--- src/hw/rtl/wabs_pkg.sv ---
// ----------------------------------------------------------------------------
// wabs_pkg: shared types and constants
// Field widths, register codes and reset values for the windowed average
// baseline subtractor.
// ----------------------------------------------------------------------------
package wabs_pkg;

    localparam int DATA_W     = 32;  // Q16.16 sample and result
    localparam int CHAN_W     = 3;   // channel selector
    localparam int WIN_W      = 14;  // window bound registers
    localparam int CFG_IDX_W  = 8;
    localparam int CFG_DATA_W = 16;

    localparam logic [WIN_W-1:0] SIGNAL_FIRST_RST     = 14'd0;
    localparam logic [WIN_W-1:0] SIGNAL_LAST_RST      = 14'd0;
    localparam logic [WIN_W-1:0] BACKGROUND_FIRST_RST = 14'd1600;
    localparam logic [WIN_W-1:0] BACKGROUND_LAST_RST  = 14'd1650;

    localparam logic [DATA_W-1:0] Q_MAX = 32'h7FFF_FFFF;
    localparam logic [DATA_W-1:0] Q_MIN = 32'h8000_0000;

    typedef enum logic [CFG_IDX_W-1:0] {
        CFG_SIGNAL_FIRST     = 8'd0,
        CFG_SIGNAL_LAST      = 8'd1,
        CFG_BACKGROUND_FIRST = 8'd2,
        CFG_BACKGROUND_LAST  = 8'd3
    } cfg_idx_t;

    typedef struct packed {
        logic [WIN_W-1:0] signal_first;
        logic [WIN_W-1:0] signal_last;
        logic [WIN_W-1:0] background_first;
        logic [WIN_W-1:0] background_last;
    } cfg_regs_t;

endpackage

--- src/hw/rtl/windowed_average_baseline_subtract.sv ---
// ----------------------------------------------------------------------------
// windowed_average_baseline_subtract: boxcar mean with baseline removal
// Sums the samples of a waveform inside a signal window and a background
// window and, at the last sample, reports signal mean minus background mean.
// ----------------------------------------------------------------------------
//
//  channel | direction | tdata / data          | tuser (low bit up)          | end
//  --------+-----------+-----------------------+-----------------------------+------
//  s_      | in        | sample_value  [31:0]  | channel_id [2:0]            | tlast = last_sample
//  m_      | out       | mean_difference[31:0] | result_channel[2:0],        | none
//          |           |                       | windows_valid [3]           |
//  cfg_    | in        | cfg_data[13:0] value  | cfg_index = register number | none
//
//  Samples enter one per cycle while the job queue has room; the front adds
//  each into the window sums in the cycle it is accepted.
//  In the back, the one-bit-per-cycle shared divider (ACC_W = 47 at the
//  default MAX_SAMPLES) forms both means of each waveform in turn when both
//  windows are non-empty; a two-entry job queue lets the next waveforms
//  stream in meanwhile.
//  s_tready drops only while the job queue is full; m_tready low holds the
//  result register, then the back, then the queue.
//  Reset is synchronous, active low; it restores the window registers to their
//  defaults and clears the sums, the queue and the result valid flag.
//
module windowed_average_baseline_subtract import wabs_pkg::*; #(
    parameter int MAX_SAMPLES = 16384,
    parameter int CHANNELS    = 8
) (
    input  logic                  aclk,
    input  logic                  aresetn,
    // sample stream
    input  logic                  s_tvalid,
    output logic                  s_tready,
    input  logic [DATA_W-1:0]     s_tdata,   // sample_value[31:0]
    input  logic [CHAN_W-1:0]     s_tuser,   // channel_id[2:0]
    input  logic                  s_tlast,   // last_sample
    // result stream
    output logic                  m_tvalid,
    input  logic                  m_tready,
    output logic [DATA_W-1:0]     m_tdata,   // mean_difference[31:0]
    output logic [CHAN_W:0]       m_tuser,   // result_channel[2:0], windows_valid[3]
    // register writes
    input  logic                  cfg_valid,
    output logic                  cfg_ready,
    input  logic [CFG_IDX_W-1:0]  cfg_index,
    input  logic [CFG_DATA_W-1:0] cfg_data
);

    // position counter saturates at MAX_SAMPLES, so it must hold that value
    localparam int CNT_W = $clog2(MAX_SAMPLES + 1);
    // sums of up to MAX_SAMPLES signed samples
    localparam int ACC_W = DATA_W + $clog2(MAX_SAMPLES) + 1;
    localparam int JOB_W = CHAN_W + 2 * (ACC_W + CNT_W);

    cfg_regs_t        cfg_reg;
    logic             q_push, q_full, q_valid, q_pop;
    logic [JOB_W-1:0] q_din, q_dout;

    // window registers: always ready, unknown indexes drop the write
    assign cfg_ready = 1'b1;

    always_ff @(posedge aclk) begin
        if (!aresetn) begin
            cfg_reg.signal_first     <= SIGNAL_FIRST_RST;
            cfg_reg.signal_last      <= SIGNAL_LAST_RST;
            cfg_reg.background_first <= BACKGROUND_FIRST_RST;
            cfg_reg.background_last  <= BACKGROUND_LAST_RST;
        end else if (cfg_valid) begin
            unique case (cfg_index)
                CFG_SIGNAL_FIRST:     cfg_reg.signal_first     <= cfg_data[WIN_W-1:0];
                CFG_SIGNAL_LAST:      cfg_reg.signal_last      <= cfg_data[WIN_W-1:0];
                CFG_BACKGROUND_FIRST: cfg_reg.background_first <= cfg_data[WIN_W-1:0];
                CFG_BACKGROUND_LAST:  cfg_reg.background_last  <= cfg_data[WIN_W-1:0];
                default: ;
            endcase
        end
    end

    // front: count positions, accumulate windows, hand off one job per waveform
    wabs_front #(
        .MAX_SAMPLES (MAX_SAMPLES),
        .CHANNELS    (CHANNELS),
        .CNT_W       (CNT_W),
        .ACC_W       (ACC_W),
        .JOB_W       (JOB_W)
    ) u_front (
        .aclk     (aclk),
        .aresetn  (aresetn),
        .cfg      (cfg_reg),
        .s_tvalid (s_tvalid),
        .s_tready (s_tready),
        .s_tdata  (s_tdata),
        .s_tuser  (s_tuser),
        .s_tlast  (s_tlast),
        .q_full   (q_full),
        .q_push   (q_push),
        .q_data   (q_din)
    );

    // queue: decouple sample intake from the slow divide
    wabs_queue #(
        .WIDTH (JOB_W),
        .DEPTH (2)
    ) u_queue (
        .aclk    (aclk),
        .aresetn (aresetn),
        .push    (q_push),
        .din     (q_din),
        .full    (q_full),
        .valid   (q_valid),
        .pop     (q_pop),
        .dout    (q_dout)
    );

    // back: divide, subtract, saturate, present the result
    wabs_back #(
        .CNT_W (CNT_W),
        .ACC_W (ACC_W),
        .JOB_W (JOB_W)
    ) u_back (
        .aclk     (aclk),
        .aresetn  (aresetn),
        .q_valid  (q_valid),
        .q_pop    (q_pop),
        .q_dout   (q_dout),
        .m_tvalid (m_tvalid),
        .m_tready (m_tready),
        .m_tdata  (m_tdata),
        .m_tuser  (m_tuser)
    );

endmodule

--- src/hw/rtl/wabs_front.sv ---
// ----------------------------------------------------------------------------
// wabs_front: sample intake and window accumulation
// Counts sample positions, sums and tallies both windows, and pushes one job
// per waveform into the job queue.
// ----------------------------------------------------------------------------
module wabs_front import wabs_pkg::*; #(
    parameter int MAX_SAMPLES = 16384,
    parameter int CHANNELS    = 8,
    parameter int CNT_W       = 15,
    parameter int ACC_W       = 47,
    parameter int JOB_W       = CHAN_W + 2 * (ACC_W + CNT_W)
) (
    input  logic              aclk,
    input  logic              aresetn,
    input  cfg_regs_t         cfg,
    input  logic              s_tvalid,
    output logic              s_tready,
    input  logic [DATA_W-1:0] s_tdata,
    input  logic [CHAN_W-1:0] s_tuser,
    input  logic              s_tlast,
    input  logic              q_full,
    output logic              q_push,
    output logic [JOB_W-1:0]  q_data
);

    localparam int CMP_W = (CNT_W > WIN_W) ? CNT_W : WIN_W;

    logic [CNT_W-1:0]        pos_reg, pos_next;
    logic signed [ACC_W-1:0] sig_acc_reg, sig_acc_next;
    logic signed [ACC_W-1:0] bg_acc_reg, bg_acc_next;
    logic [CNT_W-1:0]        sig_cnt_reg, sig_cnt_next;
    logic [CNT_W-1:0]        bg_cnt_reg, bg_cnt_next;
    logic signed [ACC_W-1:0] sample_ext;
    logic [CMP_W-1:0]        pos_c;
    logic                    take, counting, in_sig, in_bg;

    assign s_tready   = !q_full;
    assign take       = s_tvalid && !q_full && (32'(s_tuser) < CHANNELS);
    assign counting   = pos_reg < CNT_W'(MAX_SAMPLES);
    assign pos_c      = CMP_W'(pos_reg);
    assign sample_ext = ACC_W'(signed'(s_tdata));

    assign in_sig = counting && (pos_c >= CMP_W'(cfg.signal_first))
                             && (pos_c <= CMP_W'(cfg.signal_last));
    assign in_bg  = counting && (pos_c >= CMP_W'(cfg.background_first))
                             && (pos_c <= CMP_W'(cfg.background_last));

    always_comb begin
        pos_next     = counting ? pos_reg + CNT_W'(1) : pos_reg;
        sig_acc_next = in_sig ? sig_acc_reg + sample_ext : sig_acc_reg;
        sig_cnt_next = in_sig ? sig_cnt_reg + CNT_W'(1) : sig_cnt_reg;
        bg_acc_next  = in_bg ? bg_acc_reg + sample_ext : bg_acc_reg;
        bg_cnt_next  = in_bg ? bg_cnt_reg + CNT_W'(1) : bg_cnt_reg;
    end

    assign q_push = take && s_tlast;
    assign q_data = {s_tuser, sig_acc_next, sig_cnt_next, bg_acc_next, bg_cnt_next};

    always_ff @(posedge aclk) begin
        if (!aresetn) begin
            pos_reg     <= '0;
            sig_acc_reg <= '0;
            sig_cnt_reg <= '0;
            bg_acc_reg  <= '0;
            bg_cnt_reg  <= '0;
        end else if (take) begin
            if (s_tlast) begin
                // waveform handed off: start the next one from scratch
                pos_reg     <= '0;
                sig_acc_reg <= '0;
                sig_cnt_reg <= '0;
                bg_acc_reg  <= '0;
                bg_cnt_reg  <= '0;
            end else begin
                pos_reg     <= pos_next;
                sig_acc_reg <= sig_acc_next;
                sig_cnt_reg <= sig_cnt_next;
                bg_acc_reg  <= bg_acc_next;
                bg_cnt_reg  <= bg_cnt_next;
            end
        end
    end

endmodule

--- src/hw/rtl/wabs_queue.sv ---
// ----------------------------------------------------------------------------
// wabs_queue: job queue
// Small register FIFO between the accumulation front and the divide back.
// ----------------------------------------------------------------------------
module wabs_queue #(
    parameter int WIDTH = 8,
    parameter int DEPTH = 2
) (
    input  logic             aclk,
    input  logic             aresetn,
    input  logic             push,
    input  logic [WIDTH-1:0] din,
    output logic             full,
    output logic             valid,
    input  logic             pop,
    output logic [WIDTH-1:0] dout
);

    localparam int PTR_W = (DEPTH > 1) ? $clog2(DEPTH) : 1;
    localparam int CNT_W = $clog2(DEPTH + 1);

    logic [WIDTH-1:0] mem_reg [DEPTH];
    logic [PTR_W-1:0] wr_ptr_reg, rd_ptr_reg;
    logic [CNT_W-1:0] count_reg;

    function automatic logic [PTR_W-1:0] ptr_adv(input logic [PTR_W-1:0] p);
        return (p == PTR_W'(DEPTH - 1)) ? '0 : p + PTR_W'(1);
    endfunction

    assign full  = count_reg == CNT_W'(DEPTH);
    assign valid = count_reg != '0;
    assign dout  = mem_reg[rd_ptr_reg];

    always_ff @(posedge aclk) begin
        if (push) begin
            mem_reg[wr_ptr_reg] <= din;
        end
    end

    always_ff @(posedge aclk) begin
        if (!aresetn) begin
            wr_ptr_reg <= '0;
            rd_ptr_reg <= '0;
            count_reg  <= '0;
        end else begin
            if (push) begin
                wr_ptr_reg <= ptr_adv(wr_ptr_reg);
            end
            if (pop) begin
                rd_ptr_reg <= ptr_adv(rd_ptr_reg);
            end
            if (push && !pop) begin
                count_reg <= count_reg + CNT_W'(1);
            end else if (pop && !push) begin
                count_reg <= count_reg - CNT_W'(1);
            end
        end
    end

endmodule

--- src/hw/rtl/wabs_div.sv ---
// ----------------------------------------------------------------------------
// wabs_div: iterative signed divider
// Restoring division of a signed sum by a nonzero count, one quotient bit per
// cycle, quotient truncated toward zero.
// ----------------------------------------------------------------------------
module wabs_div #(
    parameter int NUM_W = 47,
    parameter int DEN_W = 15
) (
    input  logic                    aclk,
    input  logic                    aresetn,
    input  logic                    start,
    input  logic signed [NUM_W-1:0] num,
    input  logic [DEN_W-1:0]        den,
    output logic                    busy,
    output logic                    done,
    output logic signed [NUM_W-1:0] quot
);

    localparam int STEP_W = $clog2(NUM_W);

    logic              busy_reg, done_reg, neg_reg;
    logic [STEP_W-1:0] step_reg;
    logic [DEN_W-1:0]  rem_reg, den_reg;
    logic [NUM_W-1:0]  q_reg;
    logic [DEN_W:0]    trial, trial_sub;
    logic              ge;

    assign trial     = {rem_reg, q_reg[NUM_W-1]};
    assign ge        = trial >= {1'b0, den_reg};
    assign trial_sub = trial - {1'b0, den_reg};

    assign busy = busy_reg;
    assign done = done_reg;
    assign quot = signed'(neg_reg ? -q_reg : q_reg);

    always_ff @(posedge aclk) begin
        if (!aresetn) begin
            busy_reg <= 1'b0;
            done_reg <= 1'b0;
        end else begin
            done_reg <= 1'b0;
            if (start) begin
                busy_reg <= 1'b1;
            end else if (busy_reg && step_reg == STEP_W'(NUM_W - 1)) begin
                busy_reg <= 1'b0;
                done_reg <= 1'b1;
            end
        end
    end

    always_ff @(posedge aclk) begin
        if (start) begin
            // divide magnitudes, restore the sign at the end
            neg_reg  <= num[NUM_W-1];
            q_reg    <= num[NUM_W-1] ? -num : num;
            den_reg  <= den;
            rem_reg  <= '0;
            step_reg <= '0;
        end else if (busy_reg) begin
            rem_reg  <= ge ? trial_sub[DEN_W-1:0] : trial[DEN_W-1:0];
            q_reg    <= {q_reg[NUM_W-2:0], ge};
            step_reg <= step_reg + STEP_W'(1);
        end
    end

endmodule

--- src/hw/rtl/wabs_back.sv ---
// ----------------------------------------------------------------------------
// wabs_back: mean and difference sequencer
// Takes one job at a time, divides both sums by their tallies when both are
// nonzero (else both means read as zero), subtracts the means with saturation
// and loads the result register.
module wabs_back import wabs_pkg::*; #(
    parameter int CNT_W = 15,
    parameter int ACC_W = 47,
    parameter int JOB_W = CHAN_W + 2 * (ACC_W + CNT_W)
) (
    input  logic              aclk,
    input  logic              aresetn,
    input  logic              q_valid,
    output logic              q_pop,
    input  logic [JOB_W-1:0]  q_dout,
    output logic              m_tvalid,
    input  logic              m_tready,
    output logic [DATA_W-1:0] m_tdata,
    output logic [CHAN_W:0]   m_tuser
);

    typedef enum logic [1:0] {
        ST_IDLE,
        ST_DIV_SIG,
        ST_DIV_BG,
        ST_EMIT
    } state_t;

    state_t                  state_reg;
    logic [CHAN_W-1:0]       job_chan, chan_reg;
    logic signed [ACC_W-1:0] job_sig_acc, job_bg_acc, bg_acc_reg;
    logic [CNT_W-1:0]        job_sig_cnt, job_bg_cnt, bg_cnt_reg;
    logic signed [ACC_W-1:0] sig_mean_reg, bg_mean_reg;
    logic                    valid_reg, job_ok;
    logic                    m_tvalid_reg;
    logic [DATA_W-1:0]       m_tdata_reg;
    logic [CHAN_W:0]         m_tuser_reg;
    logic                    emit_load;

    logic                    div_start, div_busy, div_done;
    logic signed [ACC_W-1:0] div_num, div_quot;
    logic [CNT_W-1:0]        div_den;

    logic signed [ACC_W:0]   diff;
    logic [ACC_W-DATA_W+1:0] diff_hi;
    logic [DATA_W-1:0]       diff_sat;

    assign {job_chan, job_sig_acc, job_sig_cnt, job_bg_acc, job_bg_cnt} = q_dout;
    assign job_ok = (job_sig_cnt != '0) && (job_bg_cnt != '0);

    assign q_pop     = (state_reg == ST_IDLE) && q_valid;
    assign div_start = (q_pop && job_ok) || ((state_reg == ST_DIV_SIG) && div_done);
    assign div_num   = (state_reg == ST_IDLE) ? job_sig_acc : bg_acc_reg;
    assign div_den   = (state_reg == ST_IDLE) ? job_sig_cnt : bg_cnt_reg;

    // result register free or being drained this cycle
    assign emit_load = (state_reg == ST_EMIT) && (!m_tvalid_reg || m_tready);

    wabs_div #(
        .NUM_W (ACC_W),
        .DEN_W (CNT_W)
    ) u_div (
        .aclk    (aclk),
        .aresetn (aresetn),
        .start   (div_start),
        .num     (div_num),
        .den     (div_den),
        .busy    (div_busy),
        .done    (div_done),
        .quot    (div_quot)
    );

    // clamp to the Q16.16 range when the upper bits are not all sign
    assign diff     = (ACC_W + 1)'(sig_mean_reg) - (ACC_W + 1)'(bg_mean_reg);
    assign diff_hi  = diff[ACC_W:DATA_W-1];
    assign diff_sat = ((&diff_hi) || !(|diff_hi)) ? diff[DATA_W-1:0]
                    : (diff[ACC_W] ? Q_MIN : Q_MAX);

    assign m_tvalid = m_tvalid_reg;
    assign m_tdata  = m_tdata_reg;
    assign m_tuser  = m_tuser_reg;

    always_ff @(posedge aclk) begin
        if (!aresetn) begin
            state_reg    <= ST_IDLE;
            m_tvalid_reg <= 1'b0;
        end else begin
            if (emit_load) begin
                m_tvalid_reg <= 1'b1;
            end else if (m_tready) begin
                m_tvalid_reg <= 1'b0;
            end
            unique case (state_reg)
                ST_IDLE: begin
                    if (q_valid) begin
                        chan_reg   <= job_chan;
                        bg_acc_reg <= job_bg_acc;
                        bg_cnt_reg <= job_bg_cnt;
                        valid_reg  <= job_ok;
                        if (job_ok) begin
                            state_reg <= ST_DIV_SIG;
                        end else begin
                            // empty window: both means read as zero
                            sig_mean_reg <= '0;
                            bg_mean_reg  <= '0;
                            state_reg    <= ST_EMIT;
                        end
                    end
                end
                ST_DIV_SIG: begin
                    if (div_done) begin
                        sig_mean_reg <= div_quot;
                        state_reg    <= ST_DIV_BG;
                    end
                end
                ST_DIV_BG: begin
                    if (div_done) begin
                        bg_mean_reg <= div_quot;
                        state_reg   <= ST_EMIT;
                    end
                end
                ST_EMIT: begin
                    if (emit_load) begin
                        m_tdata_reg  <= diff_sat;
                        m_tuser_reg  <= {valid_reg, chan_reg};
                        state_reg    <= ST_IDLE;
                    end
                end
            endcase
        end
    end

    a_start_idle: assert property (@(posedge aclk) disable iff (!aresetn)
        div_start |-> !div_busy)
        else $error("divider restarted mid-division");

    a_done_state: assert property (@(posedge aclk) disable iff (!aresetn)
        div_done |-> (state_reg == ST_DIV_SIG || state_reg == ST_DIV_BG))
        else $error("divider finished outside a divide step");

    a_pop_leaves: assert property (@(posedge aclk) disable iff (!aresetn)
        q_pop |=> state_reg != ST_IDLE)
        else $error("job popped without being worked on");

    a_zero_invalid: assert property (@(posedge aclk) disable iff (!aresetn)
        (m_tvalid_reg && !m_tuser_reg[CHAN_W]) |-> m_tdata_reg == '0)
        else $error("empty-window result carries nonzero data");

endmodule

--- config.mk ---
export PLATFORM = sky130hd
export DESIGN_NAME = windowed_average_baseline_subtract
export DESIGN_NICKNAME = d
export VERILOG_FILES = /design/src/hw/rtl/wabs_pkg.sv /design/src/hw/rtl/windowed_average_baseline_subtract.sv /design/src/hw/rtl/wabs_front.sv /design/src/hw/rtl/wabs_queue.sv /design/src/hw/rtl/wabs_div.sv /design/src/hw/rtl/wabs_back.sv
export SDC_FILE = /design/constraint.sdc
export NUM_CORES = 2
export LEC_CHECK = 0
export ABC_CLOCK_PERIOD_IN_PS = 9600
export BUFFER_PORTS_ARGS = -buffer_cell sky130_fd_sc_hd__buf_2
export CAP_MARGIN = 20
export CORE_ASPECT_RATIO = 0.75
export CORE_MARGIN = 8
export CORE_UTILIZATION = 45
export CTS_BUF_LIST = sky130_fd_sc_hd__clkbuf_16
export DETAILED_ROUTE_END_ITERATION = 16
export SLEW_MARGIN = 5
export SYNTH_ARGS = -nofsm -noshare
export SYNTH_HDL_FRONTEND = slang
export SYNTH_SLANG_ARGS = --single-unit
--- constraint.sdc ---
create_clock -name aclk -period 9.6 [get_ports aclk]
set_input_delay 0.96 -clock aclk [delete_from_list [all_inputs] [get_ports aclk]]
set_output_delay 0.96 -clock aclk [all_outputs]
set_load 0.005 [all_outputs]
==> results.txt <==
- The flow ran to the end, and the final reports show no timing, DRC or antenna violations.
* Via count of the first global-routing pass: around 28000
* Number of top-level pins: 104
* Highest Clock Rate: ~0.19 GHz
- Headroom to the max-slew limit came out at between 30% and 40%.
- Launch instance of the worst register-to-register path: u_back.bg_mean_reg[0]$_SDFFCE_PN0P_
- Count of state elements after synthesis: about 740
- Clock-pin slew was measured on the worst setup and hold paths at roughly 60 ps.
* Number of hold buffers added after CTS: 0
- The path with the worst hold slack has its endpoint at u_back.m_tuser[0]$_DFFE_PP_.
- For this configuration, the core starts out at a cell density of a little under half.
- Walking the worst path, the cells encountered are ha_1, inv_1, fa_1, a211oi_1, o211ai_1, nor4b_1, o2111ai_1, a31oi_1, o21ai_0, a311oi_1, o2111a_1, clkinv_1, o221ai_1.
- The number of nets handed over by synthesis was approximately 4300.
* Total CTS buffers: 76
- The share of the Yosys chip area taken by registers is between 40% and 50%.
* Synthesized area per cell: 10.3 um2
- Level count of the clock H-tree: 3
- I/O Buffers: 100
* Total iterations of the first detailed-routing run: 6
* Required time worst endpoint: 10040 ps
- Share of the clock period used by the worst path after layout: 53.6%
- The count of final max-slew check failures came to 0.
* Crit Path Category: flop to flop
- Along the worst hold path, the cell count comes to 0.
- Portion of synthesized cell area occupied by the leading cell type: 37.4%
- Number of flip-flops in the largest register: 254
- Placeable core area: between 90000 and 100000 um2
- Routability congestion estimate: 0.873
- Distinct cells, synth: 86
* Post-synthesis async set-or-reset flop share: 0%
- Synth Flop Type: edfxtp_1
* Minimum setup slack among reg-to-reg paths: between 4000 and 5000 ps
- Yosys printed 0 warnings.
* Cells on worst reg2reg path: 13
- The worst register-to-register path ends at u_back.m_tdata[21]$_DFFE_PP_.
* Routed via count: 30000
- Clock tree synthesis found a total of about 740 sinks.
- The synthesized design spends more area on one cell type than any other, namely edfxtp_1.
- VDD sags by at most around 0.20 mV.
* Share of layout cells above drive strength 1: 11.0%
- Power Density: around 260 nW/um2
* Clock latency of the later-clocked register in the worst-skew pair: between 600 and 700 ps
- Setup repair after global routing left no endpoint under its margin.
- After detailed routing, the total wire length is between 100 and 150 mm.
* First-pass GRT wire length: between 150 and 200 mm
- Count of antenna-violating nets left after detailed routing: 0
- Largest stage delay, worst path: between 800 and 900 ps
- The number of antenna violations at the first check in global routing came to 2.
* Final setup margin: ~4500 ps
* Vias per inst: about 5.6
- Detail-routed net length per standard cell: 19.2 um
- Reported max-cap violation count: 0
* TritonCTS clock tree: built
* Final #Nets: about 4300
- Clock root buffer: clkbuf_16
- Die W: about 370 um
- Of all nets on the critical path, the largest fanout is 22.
* Setup TNS: 0 ps
- After clock tree synthesis, the repair step resized 0 gates.
- Detailed placement HPWL: 71.3 mm
- Drc violations: 0
* Worst Clk Skew: about 22 ps
- STA classifies the critical path endpoint as a flop.
- Worst Setup Start Kind: flop
- In the global route stage, overall resource usage came out at a little under 20%.
* P&R area growth vs syn: 10.1%
- Count of flip-flops with a built-in enable after synthesis: between 500 and 600
- Buffers inserted during post-CTS setup optimization: 0
- Hold crit path type: flop to flop
- Post-place setup slack: about 4500 ps
* Largest net degree at the start of global routing: between 100 and 150
- Ranked by total cell area, the synthesized netlist is headed by edfxtp_1 37%, dfxtp_1 11%, ha_1 6.7%.
- STA puts the critical path data arrival time at approximately 5600 ps.
- At the pin with the least slew margin, the transition time is 1040 ps.
* Placement row count: 96
- The longest clock path from root to sink contains 3 buffers.
- The die is between 200 and 300 um tall.
- Static Leakage: between 15 and 20 nW
* HP Start: u_back.chan_reg[0]$_DFFE_PP_
- Synthesis produced a netlist whose cell count is 4001.
- After synthesis the cells add up to roughly 40000 um2.
- For this design, the slowest cell found on the critical path is o2111a_1.
- The total count of hold-check failures in the final report came to 0.
* Final worst path period need: 5140 ps
- Number of DRC violations after detailed-routing iteration 0: ~2400
* GRT overflow: 0
- The die covers ~100000 um2.
* Setup Viol. Count Final: 0
-- critical path, delay by kind of cell, from the launching register on --
| kind | cells | cell delay [ps] |
|---|---|---|
| compound gates | 8 | 2790 |
| simple gates | 1 | 670 |
| buf+inv | 2 | 610 |
| fa+ha+maj | 2 | 490 |
| flops | 1 | 380 |
-- layer usage --
layer / vias up / track usage [%] / wire (um)
met5: - / 0 / 0
met4: 0 / 4.71 / 2040
met3: 123 / 3.27 / 6010
met2: 723 / 27.2 / 40700
met1: 14400 / 31.0 / 53300
li1: 14800 / - / -
-- worst max-delay path by stage --
stage	from	endpoint	slack, ps	depth (start not counted)
after floorplan	s_tvalid	u_queue.mem_reg[0][0]$_DFFE_PP_	2210	4
after global placement	s_tdata[0]	u_queue.mem_reg[0][121]$_DFFE_PP_	4520	14
after detailed placement	s_tdata[0]	u_queue.mem_reg[0][121]$_DFFE_PP_	4520	14
after CTS	u_back.bg_mean_reg[0]$_SDFFCE_PN0P_	u_back.m_tdata[28]$_DFFE_PP_	4570	13
after global routing	u_back.bg_mean_reg[0]$_SDFFCE_PN0P_	u_back.m_tdata[21]$_DFFE_PP_	4130	13
final	u_back.bg_mean_reg[0]$_SDFFCE_PN0P_	u_back.m_tdata[21]$_DFFE_PP_	4460	13
-- cell usage after synthesis (all sizes together) (10+ instances only) --
library cell  number
a22oi             49
nor3              53
nor2             380
or4               16
nand2b            33
buf               30
o21a              23
nor4              29
clkbuf           160
mux2i             93
nand3             73
nand2            297
xor2             134
dfxtp            226
a31oi             30
ha               222
mux2             159
o21bai            47
o31ai             37
xnor2            126
and2              18
inv              188
nor2b             67
nand4             70
a22o              41
a21o             103
a21oi            289
a211oi            31
o211ai            53
o41ai             10
o221ai            17
edfxtp           513
o21ai            192
a21boi            12
or3               28
and3              27
-- final cells by class --
class / count / area (um2)
clock inverters: 61 / 390
clock buffers: 81 / 2030
multi-input cells: 2880 / 19900
diodes: 2 / 5.00
repair buffers: 139 / 813
inverters: 192 / 723
well taps: 1225 / 1530
flip-flops and latches: 739 / 19900
fillers: 8501 / 45700
-- stage by stage --
step / instance area [um2] / util (%) / instances / total power, mW / hold slack [ps]
floorplan: 41200 / - / 4001 / 7.59 / 400
global placement: 42900 / 47.1 / 5172 / 8.77 / 403
detailed placement: 42900 / 47.1 / 5174 / 8.82 / 409
CTS: 45300 / 49.8 / 5316 / 11.7 / 423
global route: 45300 / 49.8 / 5319 / 12.4 / 426
finish: 45300 / 49.8 / 5319 / 11.7 / 420
-- cell families (layout without fill, tap and decap cells) --
family	count (synthesis)	after routing	synth area share [%]
XOR/XNOR	260	260	5.53
other	1	3	0.00911
flip-flops	739	739	48.4
AO/OA/AOI/OAI	1012	1012	16.0
multiplexers	252	252	6.61
adder cells (fa/ha/maj)	226	226	6.94
buffers and inverters	382	473	3.56
AND/OR/NAND/NOR	1129	1129	12.9
-- report_power, final --
part	total, mW	leakage [nW]	switching [mW]	internal [mW]
Clock	2.90	1.26	1.28	1.61
Combinational	4.36	9.49	2.79	1.57
Sequential	4.43	6.61	0.302	4.13
Total	11.7	17.4	4.38	7.31
-- placed cells by master (no fill, tap or decap), drive strengths merged, types with 103 or more instances in the layout --
cell,Yosys,routed
nor2,380,380
mux2,159,159
edfxtp,513,513
nand2,297,297
a21oi,289,289
o21ai,192,192
dfxtp,226,226
a21o,103,103
buf,30,139
ha,222,222
inv,188,215
xnor2,126,126
xor2,134,134
Note: power is estimated with default switching activity, not from simulation.
